### config.mk
export PLATFORM = sky130hd
export DESIGN_NAME = fcba_ctrl
export DESIGN_NICKNAME = d
export VERILOG_FILES = /design/src/fcba_pkg.sv /design/src/fcba_ctrl.sv
export SDC_FILE = /design/constraint.sdc
export NUM_CORES = 1
export LEC_CHECK = 0
export BUFFER_PORTS_ARGS = -buffer_cell sky130_fd_sc_hd__buf_2
export CORE_MARGIN = 5
export CORE_UTILIZATION = 23
export DETAILED_ROUTE_END_ITERATION = 12
export PLACE_DENSITY = 0.55
export REMOVE_ABC_BUFFERS = 1
export SETUP_SLACK_MARGIN = 0.3
export SYNTH_ARGS = -nofsm -noshare
export SYNTH_HDL_FRONTEND = slang
export SYNTH_SLANG_ARGS = --single-unit
### constraint.sdc
create_clock -name clk -period 1.6 [get_ports clk]
set_clock_uncertainty 0.1 [all_clocks]
set_input_delay 0.08 -clock clk [delete_from_list [all_inputs] [get_ports clk]]
set_output_delay 0.08 -clock clk [all_outputs]
set_load 0.02 [all_outputs]
### src/fcba_pkg.sv
package fcba_pkg;

	// Table entry codes
	localparam logic [15:0] LINK_FREE = 16'h0000;
	localparam logic [15:0] LINK_EOC  = 16'hFFFF;

	// Request kinds
	localparam logic [1:0] KIND_ALLOC = 2'd0;
	localparam logic [1:0] KIND_FREE  = 2'd1;
	localparam logic [1:0] KIND_NEXT  = 2'd2;

	// Result status codes
	localparam logic [1:0] ST_OK      = 2'd0;
	localparam logic [1:0] ST_NOSPACE = 2'd1;
	localparam logic [1:0] ST_RANGE   = 2'd2;

	// Register indexes (byte address bit 2)
	localparam logic REG_BLOCK_SIZE    = 1'b0;
	localparam logic REG_BLOCKS_IN_USE = 1'b1;

	// Commands from the controller to the datapath
	typedef struct packed {
		logic load;
		logic clr_init;
		logic clr_step;
		logic scan;
		logic tail;
		logic walk_rd;
		logic walk_ev;
		logic next_rd;
		logic next_ev;
		logic out_load;
	} cmd_t;

	// Status from the datapath to the controller
	typedef struct packed {
		logic [1:0] kind;
		logic       clr_last;
		logic       scan_done;
		logic       idx_special;
		logic       idx_oor;
		logic       walk_stop;
		logic       rd_free;
	} sts_t;

endpackage

### src/fcba_ctrl.sv
module fcba_ctrl (
	input  logic           clk,
	input  logic           arst_n,
	input  logic           fmt,
	input  logic           s_tvalid,
	output logic           s_tready,
	output logic           m_tvalid,
	input  logic           m_tready,
	output fcba_pkg::cmd_t cmd,
	input  fcba_pkg::sts_t sts
);

	typedef enum logic [3:0] {
		CLR_INIT,
		CLEAR,
		IDLE,
		DISPATCH,
		SCAN,
		TAIL,
		WALK_RD,
		WALK_EV,
		NEXT_RD,
		NEXT_EV,
		FIN
	} state_t;

	state_t state_q, state_d;
	logic   m_tvalid_q;

	// Next state
	always_comb begin
		state_d = state_q;
		case (state_q)
			CLR_INIT: state_d = CLEAR;
			CLEAR: begin
				if (sts.clr_last) state_d = IDLE;
			end
			IDLE: begin
				if (s_tvalid) state_d = DISPATCH;
			end
			DISPATCH: begin
				case (sts.kind)
					fcba_pkg::KIND_ALLOC: state_d = SCAN;
					fcba_pkg::KIND_FREE: begin
						if (sts.idx_special || sts.idx_oor) state_d = FIN;
						else state_d = WALK_RD;
					end
					fcba_pkg::KIND_NEXT: begin
						if (sts.idx_oor) state_d = FIN;
						else state_d = NEXT_RD;
					end
					default: state_d = FIN;
				endcase
			end
			SCAN: begin
				if (sts.scan_done) state_d = TAIL;
			end
			TAIL: state_d = FIN;
			WALK_RD: begin
				if (sts.walk_stop) state_d = FIN;
				else state_d = WALK_EV;
			end
			WALK_EV: begin
				if (sts.rd_free) state_d = FIN;
				else state_d = WALK_RD;
			end
			NEXT_RD: state_d = NEXT_EV;
			NEXT_EV: state_d = FIN;
			FIN: begin
				if (!m_tvalid_q || m_tready) state_d = IDLE;
			end
			default: state_d = CLR_INIT;
		endcase
		if (fmt) state_d = CLR_INIT;
	end

	// Decode commands from the state; hold off requests while a reformat is pending
	always_comb begin
		cmd = '0;
		cmd.load     = (state_q == IDLE) && !fmt && s_tvalid;
		cmd.clr_init = (state_q == CLR_INIT);
		cmd.clr_step = (state_q == CLEAR);
		cmd.scan     = (state_q == SCAN);
		cmd.tail     = (state_q == TAIL);
		cmd.walk_rd  = (state_q == WALK_RD) && !sts.walk_stop;
		cmd.walk_ev  = (state_q == WALK_EV);
		cmd.next_rd  = (state_q == NEXT_RD);
		cmd.next_ev  = (state_q == NEXT_EV);
		cmd.out_load = (state_q == FIN) && (!m_tvalid_q || m_tready);
	end

	// Hold state and the result valid flag
	always_ff @(posedge clk or negedge arst_n) begin
		if (!arst_n) begin
			state_q    <= CLR_INIT;
			m_tvalid_q <= 1'b0;
		end else begin
			state_q <= state_d;
			if (cmd.out_load) m_tvalid_q <= 1'b1;
			else if (m_tready) m_tvalid_q <= 1'b0;
		end
	end

	assign s_tready = (state_q == IDLE) && !fmt;
	assign m_tvalid = m_tvalid_q;

endmodule

==> flow_metrics.py, run 1 <==
metrics = {
    "power": {
        "leakagePower_nw": 0.4681,
        "netSwitchingPower_mw": 0.2979,
        "powerDensity_nw_per_um2": 746.4,
        "switching_share_pct": 37.53,
        "pwr-share-comb_pct": 59.4,
        "seqPwrFrac_pct": 21.3,
        "internal_power_mw": 0.4959,
        "vdd_ir_drop_max_mv": 0.5339,
        "power.share.clock_pct": 19.3,
    },
    "setup_path": {
        "crit_path_end_kind": "register",
        "slowest_delay_ns": 0.47,
        "slowest_stage": "dfrtp_2",
        "critical_path.startpoint_type": "register",
        "critPathKind": "register to register",
        "required_ns": 1.66,
        "worstPathMaxFanout": 6,
        "crit_arrival_ns": 1.68,
        "cp_cell_sequence": "nor2_1, o2111a_1, nor4_2, buf_4, o32ai_4",
    },
    "clock_tree": {
        "ctsLongestPathBuffers": 2,
        "clock_latency_ns": 0.25,
        "cts_made_buffers": 3,
        "cts_num_sinks": 5,
        "h-tree-depth": 1,
        "clkSlewWorstSetupHoldPaths_ns": 0.04,
        "cts_tree": "done",
        "cts_root_buffer": "clkbuf_4",
    },
    "hold_path": {
        "hold_path_class": "input port to register",
    },
    "logic_synthesis": {
        "synth.yosys.seq_area_share_pct": 27.03,
        "synthesis.area_um2": 462.9,
        "syn_avg_cell_area_um2": 7.589,
        "ys_seq_elements": 5,
        "yosysWarnings": 0,
        "yosysUniqueCellTypes": 26,
        "syn_inst": 61,
    },
    "routing": {
        "top_layer": "met4",
        "routed_via_density": 5.064,
        "dr_wl_met3_um": 148,
        "dr_wl_met2_um": 1176,
        "route.detailed.drc": 0,
        "routed_wirelength_um": 2289,
        "wire_per_inst_um": 16.35,
        "drt-met1-wl_um": 865,
        "dr_total_vias": 709,
        "firstDrtPassIters": 4,
        "postRouteAntennaNets": 0,
        "drtIter0Drc": 9,
    },
    "placed_design": {
        "gp_congestion": 0.9125,
        "dpl.cell_count": 120,
        "portBuffers": 24,
        "dpl.hpwl_um": 1280,
    },
    "status": {
        "violations": "setup timing",
        "status": "finished with violations",
    },
    "layout": {
        "utilization_pct": 54.77,
        "drive_gt1_share_pct": 69.03,
        "multi_input_area_um2": 455.4,
        "final_cell_mix": "buf_4 (21), buf_2 (15), buf_6 (14)",
        "syn2layout_area_growth_pct": 129.7,
        "nNetsFinal": 127,
        "layout.area.seq_um2": 130.1,
        "fin_cells": 140,
        "antenna_cells": 0,
        "nFillCells": 180,
        "final_common_cell": "buf_4",
    },
    "sta": {
        "post-route-period-util_pct": 101.4,
        "fin_crit_ns": 1.623,
        "drv_slew": 0,
        "worst_slew_pin_slew_ns": 0.2399,
        "max_slew_margin_pct": 83.95,
        "fmax_mhz": 616.1,
        "finalHoldViolations": 0,
        "rsz0062_at_grt": "true",
        "layout_setup_ws_ns": -0.02308,
        "finalSetupViolCount": 1,
    },
    "grt": {
        "grt_pass1_wl_um": 3339,
        "gr-total-overflow": 0,
        "first_global_vias": 761,
        "grt_max_degree": 8,
        "antenna_found_initial": 0,
        "grt_util_all_layers_pct": 16.19,
    },
    "floorplan": {
        "die_x_um": 54.87,
        "fp-row-count": 16,
        "num_io_pins": 25,
        "floorplan.initialDensity_pct": 23.84,
        "core_area_um2": 1942,
        "die_y_um": 54.87,
        "design.die.area_um2": 3010,
    },
    "run": {
        "cap_violations": 0,
    },
}
## layer usage
metal,vias to the layer above,track usage [%]
met4,0,9.544
met5,-,0
li1,336,-
met3,13,5.177
met2,32,27.56
met1,328,17.24
## synthesized netlist by cell type
master / count / area, µm²
a211o_1: 1 / 8.760
a211oi_1: 2 / 15.01
a21o_1: 2 / 15.01
a21oi_1: 2 / 10.01
a31oi_1: 1 / 6.260
and2_1: 1 / 6.260
buf_2: 4 / 20.02
dfrtp_1: 5 / 125.1
inv_1: 2 / 7.510
nand2_1: 4 / 15.01
nand2b_1: 3 / 18.77
nand2b_2: 2 / 17.52
nand3_1: 1 / 5.000
nand3_2: 1 / 10.01
nand3b_1: 1 / 7.510
nor2_1: 8 / 30.03
nor3_1: 7 / 35.03
nor4_1: 3 / 18.77
o2111a_1: 1 / 11.26
o21a_1: 1 / 7.510
o21ai_1: 1 / 5.000
o22ai_1: 3 / 18.77
o31ai_1: 2 / 15.01
o32ai_2: 1 / 16.27
or4_1: 1 / 7.510
or4b_1: 1 / 10.01
## kinds of logic (layout without fill, tap and decap cells)
logic type / count (synthesis) / in the layout / synth area share, %
buffers and inverters: 6 / 58 / 5.947
DFF: 5 / 5 / 27.03
AOI/OAI and AO/OA: 17 / 17 / 27.84
and+or+nand+nor: 33 / 33 / 39.19
## power groups by stage
stage | Clock [mW] | Sequential, mW | Combinational, mW
floorplan | 0 | 0.176 | 0.111
global placement | 0 | 0.164 | 0.253
detailed placement | 0 | 0.166 | 0.252
CTS | 0.153 | 0.169 | 0.366
global route | 0.172 | 0.171 | 0.499
finish | 0.153 | 0.169 | 0.472
## sequential cells by signal (all words and copies together) (netlist names)
register / cells
state_q: 4
m_tvalid: 1
## final cells by class
cell class / instances / share of cell area, %
timing repair buffer: 52 / 38.59
tap: 27 / 3.176
multi-input combinational: 50 / 42.82
sequential: 5 / 12.24
inverter: 2 / 0.7059
clock buffer: 4 / 2.471
## worst max-delay path: cells and delay by family (launching register included)
kind	cells	cell delay (ns)
simple gates	2	0.29
buf+inv	1	0.14
flops	1	0.47
compound gates	2	0.50
## stage by stage
stage	worst slack (ns)	total power [mW]	setup TNS (ns)	instance area (µm²)	hold slack (ns)
floorplan	-0.3628	0.2874	-0.3797	442.9	-0.3156
global placement	0.1088	0.4172	0	686.9	-0.1955
detailed placement	0.06584	0.4182	0	686.9	-0.1960
CTS	0.04964	0.6886	0	929.6	0.01235
global route	-0.1019	0.8419	-0.2229	1064	0.02154
finish	-0.02308	0.7938	-0.02308	1064	0.01852
## worst paths after layout
check / startpoint / end / slack [ns] / cells past startpoint
max: state_q[2] / state_q[3] / -0.02 / 5
min: fmt / state_q[1] / 0.02 / 2
max reg2reg: state_q[2] / state_q[3] / -0.02 / 5
min reg2reg: m_tvalid / m_tvalid / 0.47 / 2
max in group asynchronous: arst_n / state_q[1] / 1.17 / 2
min in group asynchronous: arst_n / state_q[0] / 0.08 / 2
## what timing repair did
action | 4_1_cts | 5_1_grt
endpoints found under the setup margin | 15 | 15
gates resized for setup | 29 | 26
setup buffers | 12 | 2
hold buffers | 2 | 0
pin swaps | 5 | 10
hold endpoints to repair | 6 | 0
Power figures use the tool's default switching activity.
==> run 2: changes to the inputs <==
- CTS_CLUSTER_SIZE: default -> 14
- GPL_TIMING_DRIVEN: default -> 0
==> run 2 against run 1 <==
  * The flow now finishes without violations
  * Critical endpoint is now state_q[0]
  * First-iteration DRC count rose by 89%
  * Wire length fell by 13%
  * Combinational power fell by 25%
  * Power fell by 14%
  * Non-clock buffer count fell by 9
  * Via count fell by 5.1%
  * Die area did not move
  * Largest power group unchanged
  * Global-route usage fell by 1.6 points
  * Register-to-register slack improved by 0.11 ns
==> flow_metrics.py, run 2 (synthesis results as in run 1) <==
metrics = {
    "layout": {
        "multi_input_area_um2": 455.4,
        "nFillCells": 191,
        "regMostFlops": "state_q",
        "layout.area.seq_um2": 130.1,
        "nNetsFinal": 118,
        "final_common_cell": "buf_2",
        "largest_reg_flops": 4,
        "drive_gt1_share_pct": 67.31,
        "syn2layout_area_growth_pct": 110.5,
        "stdcell_area_um2": 974.7,
        "final_cell_mix": "buf_2 (17), buf_4 (14), buf_6 (9)",
        "antenna_cells": 0,
    },
    "placed_design": {
        "gp_congestion": 0.7861,
        "portBuffers": 24,
        "pre_cts_ws_ns": -0.08476,
        "dpl.hpwl_um": 1057,
        "dpl_cell_area_um2": 596.8,
    },
    "floorplan": {
        "fp-row-count": 16,
        "die_y_um": 54.87,
        "floorplan.initialDensity_pct": 23.84,
        "core_area_um2": 1942,
        "die_x_um": 54.87,
        "num_io_pins": 25,
        "design.die.area_um2": 3010,
    },
    "grt": {
        "gr-total-overflow": 0,
        "gr-usage-met3_pct": 2.997,
        "grt_max_degree": 15,
        "grt_pass1_wl_um": 3063,
        "first_global_vias": 657,
        "grtUsageMet1_pct": 17.69,
        "antenna_found_initial": 0,
        "use_met2_pct": 25.59,
        "gr-max-usage-layer": "met2",
        "grt_util_all_layers_pct": 14.55,
    },
    "power": {
        "leakagePower_nw": 0.4262,
        "internal_power_mw": 0.4091,
        "power.share.clock_pct": 23.0,
        "netSwitchingPower_mw": 0.2702,
        "powerDensity_nw_per_um2": 696.9,
        "vdd_ir_drop_max_mv": 0.4463,
        "switching_share_pct": 39.78,
        "pwr-share-comb_pct": 52.3,
        "seqPwrFrac_pct": 24.7,
    },
    "setup_path": {
        "required_ns": 1.63,
        "critPathKind": "register to register",
        "critical_path.startpoint_type": "register",
        "crit_arrival_ns": 1.54,
        "crit_path_end_kind": "register",
        "worstPathMaxFanout": 7,
        "reg2reg_depth": 4,
    },
    "routing": {
        "postRouteAntennaNets": 0,
        "wire_per_inst_um": 15.24,
        "dr_total_vias": 673,
        "drtIter0Drc": 17,
        "firstDrtPassIters": 4,
        "route.detailed.drc": 0,
        "routed_via_density": 5.137,
        "routed_wirelength_um": 1996,
    },
    "clock_tree": {
        "cts_tree": "done",
        "cts_root_buffer": "clkbuf_4",
        "h-tree-depth": 1,
        "clkSlewWorstSetupHoldPaths_ns": 0.05,
        "cts_made_buffers": 3,
        "clock_latency_ns": 0.25,
        "cts_num_sinks": 5,
        "ctsLongestPathBuffers": 2,
    },
    "sta": {
        "post-route-period-util_pct": 94.53,
        "rsz0062_at_grt": "true",
        "whs_ns": 0.01110,
        "finalHoldViolations": 0,
        "layout_setup_ws_ns": 0.08758,
        "finalSetupViolCount": 0,
        "fin_crit_ns": 1.512,
        "max_slew_margin_pct": 84.49,
        "drv_slew": 0,
        "fmax_mhz": 661.2,
        "worst_slew_pin_slew_ns": 0.2310,
    },
    "run": {
        "cap_violations": 0,
    },
    "hold_path": {
        "hold_path_class": "input port to register",
        "hold_depth": 2,
    },
    "status": {
        "status": "completed",
    },
}
-- run 2: layout make-up --
type | count | share of cell area [%]
Clock buffer | 4 | 2.696
Multi-Input combinational cell | 50 | 46.73
Timing Repair Buffer | 43 | 32.99
Sequential cell | 5 | 13.35
Inverter | 2 | 0.7702
Tap cell | 27 | 3.466
-- run 2: path summary, 6_finish.rpt --
| path | startpoint | to | slack, ns |
|---|---|---|---|
| hold / removal | fmt | state_q[3] | 0.01 |
| max in group asynchronous | arst_n | state_q[3] | 1.16 |
| setup reg to reg | state_q[1] | state_q[0] | 0.09 |
| min in group asynchronous | arst_n | state_q[0] | 0.09 |
| hold reg to reg | m_tvalid | m_tvalid | 0.47 |
| setup / recovery | state_q[1] | state_q[0] | 0.09 |
-- run 2: per-stage QoR --
step | instances | util, % | setup TNS, ns | power [mW]
final | 131 | 50.19 | 0 | 0.6793
after global placement | 108 | 30.73 | -0.1006 | 0.3518
after detailed placement | 108 | 30.73 | -0.1621 | 0.3572
after global routing | 131 | 50.19 | 0 | 0.7186
after CTS | 127 | 45.30 | 0 | 0.6123
after floorplan | 57 | - | -0.3797 | 0.2874
-- run 2: critical path, stage by stage, from the launching register on --
cell and delay [ns]:
dfrtp_2 0.48, or4b_4 0.52, nand3_4 0.09, a211o_1 0.12
o22ai_2 0.08
-- run 2: power groups by stage --
| stage | logic (mW) | registers [mW] | clock network [mW] |
|---|---|---|---|
| 6_report | 0.355 | 0.168 | 0.156 |
| 5_1_grt | 0.380 | 0.170 | 0.169 |
| 4_1_cts | 0.297 | 0.165 | 0.151 |
| 3_5_place_dp | 0.167 | 0.191 | 0 |
| 3_3_place_gp | 0.163 | 0.188 | 0 |
| 2_1_floorplan | 0.111 | 0.176 | 0 |
-- run 2: what timing repair did --
item | in CTS | in global routing
pin swaps | 7 | 7
endpoints found under the setup margin | 15 | 15
setup buffers | 12 | 4
gates resized for setup | 36 | 15
hold buffers | 3 | 0
hold endpoints to repair | 7 | 0
-- run 2: layer usage --
| metal | vias to the layer above | wire length [µm] |
|---|---|---|
| met2 | 31 | 1056 |
| met4 | 0 | 8 |
| met1 | 323 | 822 |
| li1 | 317 | - |
| met3 | 2 | 109 |
| met5 | - | 0 |
